==> config.mk <==
export PLATFORM = sky130hd
export DESIGN_NAME = spr_ctrl
export DESIGN_NICKNAME = d
export VERILOG_FILES = /design/src/hw/rtl/spr_pkg.sv /design/src/hw/rtl/spr_ctrl.sv
export SDC_FILE = /design/constraint.sdc
export NUM_CORES = 1
export LEC_CHECK = 0
export BUFFER_PORTS_ARGS = -buffer_cell sky130_fd_sc_hd__buf_2
export CAP_MARGIN = 20
export CORE_MARGIN = 4
export CORE_UTILIZATION = 25
export DETAILED_ROUTE_END_ITERATION = 8
export GPL_TIMING_DRIVEN = 0
export PLACE_DENSITY = 0.52
export SLEW_MARGIN = 20
export SYNTH_ARGS = -nofsm -noshare
export SYNTH_HDL_FRONTEND = slang
export SYNTH_SLANG_ARGS = --single-unit
==> constraint.sdc <==
create_clock -name clock -period 2.3 [get_ports clock]
set_input_delay 0.115 -clock clock [delete_from_list [all_inputs] [get_ports clock]]
set_output_delay 0.115 -clock clock [all_outputs]
set_load 0.01 [all_outputs]
==> src/hw/rtl/spr_pkg.sv <==
package spr_pkg;

   localparam int NODES = 64;
   localparam int EDGES = 256;
   localparam int NODE_W = 6;
   localparam int EDGE_AW = 8;
   localparam int ECNT_W = 9;
   localparam int COST_W = 16;
   localparam int DIST_W = 23;
   localparam int LEN_W = 7;
   localparam logic [DIST_W-1:0] UNREACHED = '1;

   localparam logic [1:0] OP_LOAD = 2'd0;
   localparam logic [1:0] OP_QUERY = 2'd1;
   localparam logic [1:0] OP_CLEAR = 2'd2;

   typedef enum logic [3:0] {
      ST_IDLE,
      ST_INIT,
      ST_SCAN,
      ST_PICK,
      ST_RELAX,
      ST_RELAX_WR,
      ST_TRACE,
      ST_TRACE_WAIT,
      ST_EMIT,
      ST_UNREACH
   } state_type;

   // Commands from the controller to the datapath.
   typedef struct packed {
      logic load_query;
      logic init_clear;
      logic init_step;
      logic scan_start;
      logic scan_step;
      logic pick;
      logic relax_start;
      logic relax_read;
      logic relax_write;
      logic trace_start;
      logic trace_step;
      logic emit_start;
      logic emit_step;
   } cmd_type;

   // Status from the datapath to the controller.
   typedef struct packed {
      logic init_done;
      logic scan_done;
      logic found;
      logic relax_done;
      logic trace_done;
      logic end_unreached;
      logic bad_node;
      logic emit_last;
   } sts_type;

endpackage

==> src/hw/rtl/spr_ctrl.sv <==
module spr_ctrl
   import spr_pkg::*;
(
   input  logic      clock,
   input  logic      reset,
   input  logic      req_valid,
   output logic      req_ready,
   input  logic [1:0] req_opcode,
   input  logic      rsp_ready,
   output logic      rsp_valid,
   output logic      rsp_unreach,
   output logic      rsp_last,
   output logic      edge_we,
   output logic      edge_clr,
   output cmd_type   cmd,
   input  sts_type   sts
);

   state_type state_ff, state_in;
   logic [1:0] wait_ff, wait_in;

   always_ff @(posedge clock) begin
      if (reset) begin
         state_ff <= ST_IDLE;
         wait_ff <= '0;
      end else begin
         state_ff <= state_in;
         wait_ff <= wait_in;
      end
   end

   // Next state and commands.
   always_comb begin
      logic acc;
      acc = 1'b0;
      state_in = state_ff;
      wait_in = wait_ff;
      cmd = '0;
      req_ready = 1'b0;
      rsp_valid = 1'b0;
      rsp_unreach = 1'b0;
      rsp_last = 1'b0;
      edge_we = 1'b0;
      edge_clr = 1'b0;
      case (state_ff)
         ST_IDLE: begin
            req_ready = 1'b1;
            acc = req_valid;
            if (acc) begin
               case (req_opcode)
                  OP_LOAD: edge_we = 1'b1;
                  OP_CLEAR: edge_clr = 1'b1;
                  OP_QUERY: begin
                     cmd.load_query = 1'b1;
                     state_in = ST_INIT;
                  end
                  default: ;
               endcase
            end
         end
         ST_INIT: begin
            cmd.init_step = 1'b1;
            cmd.init_clear = 1'b1;
            if (sts.init_done) begin
               cmd.scan_start = 1'b1;
               state_in = ST_SCAN;
            end
         end
         ST_SCAN: begin
            cmd.scan_step = 1'b1;
            if (sts.scan_done) state_in = ST_PICK;
         end
         ST_PICK: begin
            if (sts.found) begin
               cmd.pick = 1'b1;
               cmd.relax_start = 1'b1;
               state_in = ST_RELAX;
            end else begin
               cmd.trace_start = 1'b1;
               wait_in = 2'd0;
               state_in = ST_TRACE_WAIT;
            end
         end
         ST_RELAX: begin
            if (sts.relax_done) begin
               cmd.scan_start = 1'b1;
               state_in = ST_SCAN;
            end else begin
               cmd.relax_read = 1'b1;
               wait_in = 2'd0;
               state_in = ST_RELAX_WR;
            end
         end
         ST_RELAX_WR: begin
            wait_in = wait_ff + 1'b1;
            if (wait_ff == 2'd1) begin
               cmd.relax_write = 1'b1;
               state_in = ST_RELAX;
            end
         end
         ST_TRACE_WAIT: begin
            if (sts.end_unreached) state_in = ST_UNREACH;
            else state_in = ST_TRACE;
         end
         ST_TRACE: begin
            if (sts.trace_done) begin
               cmd.emit_start = 1'b1;
               state_in = ST_EMIT;
            end else begin
               cmd.trace_step = 1'b1;
               state_in = ST_TRACE_WAIT;
            end
         end
         ST_EMIT: begin
            rsp_valid = 1'b1;
            rsp_last = sts.emit_last;
            if (rsp_ready) begin
               cmd.emit_step = 1'b1;
               if (sts.emit_last) state_in = ST_IDLE;
            end
         end
         ST_UNREACH: begin
            rsp_valid = 1'b1;
            rsp_unreach = 1'b1;
            rsp_last = 1'b1;
            if (rsp_ready) state_in = ST_IDLE;
         end
         default: state_in = ST_IDLE;
      endcase
   end

endmodule

# --- Word level (Yosys, flattened, before mapping) ---
# Index checks and enable logic that the tools add are counted.
totals:
  in_bits: 14
  out_inout_bits: 19
  wordCells: 78
  reg_bits: 6
classes:
  eq_ne: 22
  add_sub_neg: 1
  muxes: 47
  reduce_logical: 6
ops:
  columns: ["operator", "n"]
  rows:
  - ["4-bit two-way mux", 10]
  - ["4-bit one-hot mux with 10 select lines", 1]
  - ["1-bit two-way mux", 25]
  - ["2-bit inequality test, second input constant", 9]
  - ["4-bit by 3-bit equality test with 1-bit output, second input constant", 4]
  - ["2-bit two-way mux", 7]
  - ["4-bit by 2-bit equality test with 1-bit output, second input constant", 2]
  - ["4-bit equality test, second input constant", 2]
  - ["8-bit AND reduction", 1]
  - ["2-bit one-hot mux with 3 select lines", 1]
  - ["2-bit by 1-bit equality test with 1-bit output, second input constant", 2]
  - ["4-bit by 1-bit equality test with 1-bit output, second input constant", 1]
  - ["4-bit zero test", 1]
  - ["1-bit one-hot mux with 2 select lines", 2]
  - ["3-bit two-way mux", 1]
  - ["3-bit AND reduction", 1]
  - ["3-bit nonzero test", 1]
  - ["2-bit by 1-bit adder with 2-bit output, second input constant", 1]
  - ["2-bit equality test, second input constant", 1]
  - ["2-bit zero test", 1]
  - ["2-bit by 1-bit inequality test with 1-bit output, second input constant", 1]
  - ["2-bit OR reduction", 1]

# --- Logic depth before layout (Yosys ltp) ---
logic_depth:
  depth_word: 4
  depth_mapped: 6
  mapped_depth_nobuf: 5

# --- Least setup slack after synthesis ---
# No wires, ideal clock.
synth_timing:
  path_type: "flip-flop to flip-flop"
  start: "register state_ff[2]"
  end: "register state_ff[1]"
  synth_period_minus_slack_ns: 1.545
  path_buffers: 1
  setup_slack_ns: 0.755
  stages_incl_launch_ff: 6
  arrival_time_ns: 1.428
  setup_time_ns: 0.117
  cell_sequence: "dfxtp_1 -> buf_4 -> nor4_2 -> a21oi_1 -> o211a_4 -> a32o_1"
synth_via:
  elab_chain_cells: 3
synth_rtl:
  columns: ["item", "line", "source"]
  rows:
  - ["start: declaration", "spr_ctrl.sv:19", "state_type state_ff, state_in;"]
  - ["start signal: assignment", "spr_ctrl.sv:27", "state_ff <= state_in;"]
  - ["4-bit by 3-bit equality test with 1-bit output, or another cell as far along", "spr_ctrl.sv:45", "case (state_ff)"]
  - ["2-bit inequality test (no source line) / 2-bit by 1-bit inequality test with 1-bit output (equally long branches)", null, null]
  - ["8-bit AND reduction (no source line)", null, null]
# Parallel ways exist; a longest one is shown, timed or not.
# A chain may end at the register's enable or synchronous reset.

==> qor.csv <==
metric,value,unit
status,finished clean,
Worst EP arrival,1560,ps
Post-CTS Setup Bufs,0,
number of synthesized flops with an enable pin,0,
Worst-Margin Slew,380,ps
"delay-heaviest family, CP",buffers and inverters,
Hold Path Origin,reset,
leakage,0.000419,uW
Synth Flop Type,dfxtp_1,
residual DRC count,0,
met3 wire len,138,um
grt ovf,0,
post-detail-place hpwl,1590,um
first-pass GRT wire length,3060,um
Fin. Hold Viols,0,
largest net degree at the start of global routing,11,
Post-layout nets,137,
Metal-1 WL,860,um
critical path class,reg -> out,
"Buf+Inv Stages, Crit Path",3,
fin crit share,72.7,%
Max Slew Vio Count,0,
fraction of layout cells with a size suffix above 1,40.0,%
# H-tree levels,1,
drt pass-1 iters,4,
Core ar.,2570,um2
Min-Delay Path Class,in -> reg,
RePlAce Congestion,0.762,
Post-Syn Nets,102,
Setup crit end kind,output pin,
Ports,33,
Max-Cap Viols,0,
Total GRT Usage,10.9,%
post-route minimum period,1670,ps
initial drt markers,17,
register area share after synthesis,17.2,%
antenna violations before repair,0,
Power Density,692,nW/um2
Crit. Startpoint,state_ff[1],
"CTS clk-pin slew, worst paths",40,ps
die width,60.9,um
row count,18,
Startpoint Class,flip-flop,
clock sink count,6,
Initial Util,27.2,%
Root Driver,clkbuf_4,
vias post-DR,774,
post-synthesis cell area,699,um2
post-route worst setup slack,627,ps
Synth-to-Final Area Change,30.1,%
RSZ-0062 raised after global routing,no,
Mean Syn Cell Area,8.04,um2
Antenna Nets Post-Route,0,
CP peak stage delay,330,ps
Worst EP required,2180,ps
CTS resizes,0,
fmax,598,MHz
CTS tree,done,
"Slowest-stage cell, CP",dfxtp_1,
crit path max fanout,10,
Antenna Cells,0,
worst skew pair latency,240,ps
TNS Setup,0,ps
max_slew headroom,74.5,%
Yosys reg bits,6,
pre-CTS setup slack,730,ps
Cell variety after synth,43,
Yosys warning count,0,
overall die height,60.9,um
R2R Path Start,state_ff[3],
total CTS buffers,3,
CTS max path bufs,2,
critical path cell sequence,buf_6 -> clkbuf_4 -> nand2b_1 -> nor4b_1 -> buf_2,
Vias/cell,5.16,
final setup violation count,0,
DIE AREA,3710,um2
# hold bufs at CTS,0,
top routing layer in use,met3,
vias in the first global route,714,
Worst Clk Skew,1.56,ps
met2 wire len,962,um
synthesized instance count,87,
Post-synth ARST share,0,%
routed wire length,1960,um
Peak VDD IR,0.000325,V
PortBufs,30,
Routed WL per cell,13.1,um
-- worst reg2reg max path, stage by stage (launching register included) --
cell     delay, ps
dfxtp_1        300
buf_4          140
or4b_1         440
o31a_1         130
o211a_4        250
a32o_1         220
-- worst paths after layout --
check	depth (start not counted)	to	slack, ps
worst min-delay path	2	wait_ff[1]	170
worst max-delay path	5	cmd[0]	630
worst max register to register	5	state_ff[1]	720
worst min register to register	1	wait_ff[0]	470
-- cells in the mapped netlist (all sizes together), types with 2 or more instances --
master	n	area [um2]
o21ai	3	15.0
nor4	2	18.8
nor2b	3	18.8
dfxtp	6	120
mux2i	2	20.0
a21oi	3	15.0
nand3b	2	15.0
nand3	2	10.0
nor4b	2	17.5
nor3	7	40.0
nor3b	2	15.0
buf	8	75.1
clkbuf	3	20.0
nor2	8	30.0
nand2b	6	37.5
nand2	2	7.51
and3	2	12.5
o21a	2	15.0
inv	2	7.51
and4b	2	20.0
a211oi	2	15.0
-- layer usage --
metal,global-route usage [%],vias to the layer above
met5,0,-
met4,1.86,0
met3,2.77,0
met2,20.3,23
met1,12.5,362
li1,-,389
-- per-stage QoR --
stage / util [%] / hold WS, ps / instances / total power [uW] / cell area, um2
after CTS: 35.4 / 152 / 150 / 637 / 910
after floorplan: - / 280 / 87 / 435 / 699
final: 35.4 / 165 / 150 / 629 / 910
after global placement: 34.6 / 407 / 147 / 536 / 887
after global routing: 35.4 / 161 / 150 / 682 / 910
after detailed placement: 34.6 / 410 / 147 / 537 / 887
-- cell families (layout without fill, tap and decap cells) --
logic type                 count (synthesis)  in the layout  synth area share (%)
and+or+nand+nor                           45             45                  40.4
AOI/OAI and AO/OA                         20             20                  23.1
buffers and inverters                     13             46                  14.7
DFF                                        6              6                  17.2
muxes                                      2              2                  2.86
adders and majority gates                  1              1                  1.79
-- flip-flops by register name (all words and copies together), names as in the netlist --
register / flops
state_ff: 4
wait_ff: 2
-- power by group --
group / internal [uW] / switching [uW] / total (uW)
logic: 199 / 207 / 405
registers: 117 / 12.6 / 130
clock network: 58.8 / 35.3 / 94.2
total: 374 / 255 / 629
-- cells in the final DEF (no fill, tap or decap), drive strengths merged, types with 2 or more instances in the layout --
cell / instances
nand3: 2
and4b: 2
a21oi: 3
nor4: 2
nor4b: 2
nor3b: 2
dfxtp: 6
o21ai: 3
nor2b: 3
o21a: 2
nand2b: 6
a211oi: 2
clkbuf: 6
buf: 38
nand3b: 2
mux2i: 2
nor2: 8
and3: 2
nand2: 2
nor3: 7
inv: 2
-- final cells by class --
class	instances	area, um2
Clock buffer	3	22.5
Fill cell	286	1660
Tap cell	30	37.5
Inverter	2	7.51
Multi-Input combinational cell	68	477
Timing Repair Buffer	30	150
Sequential cell	6	120
Buffer	11	95.1
(Power assumes the default switching activity.)
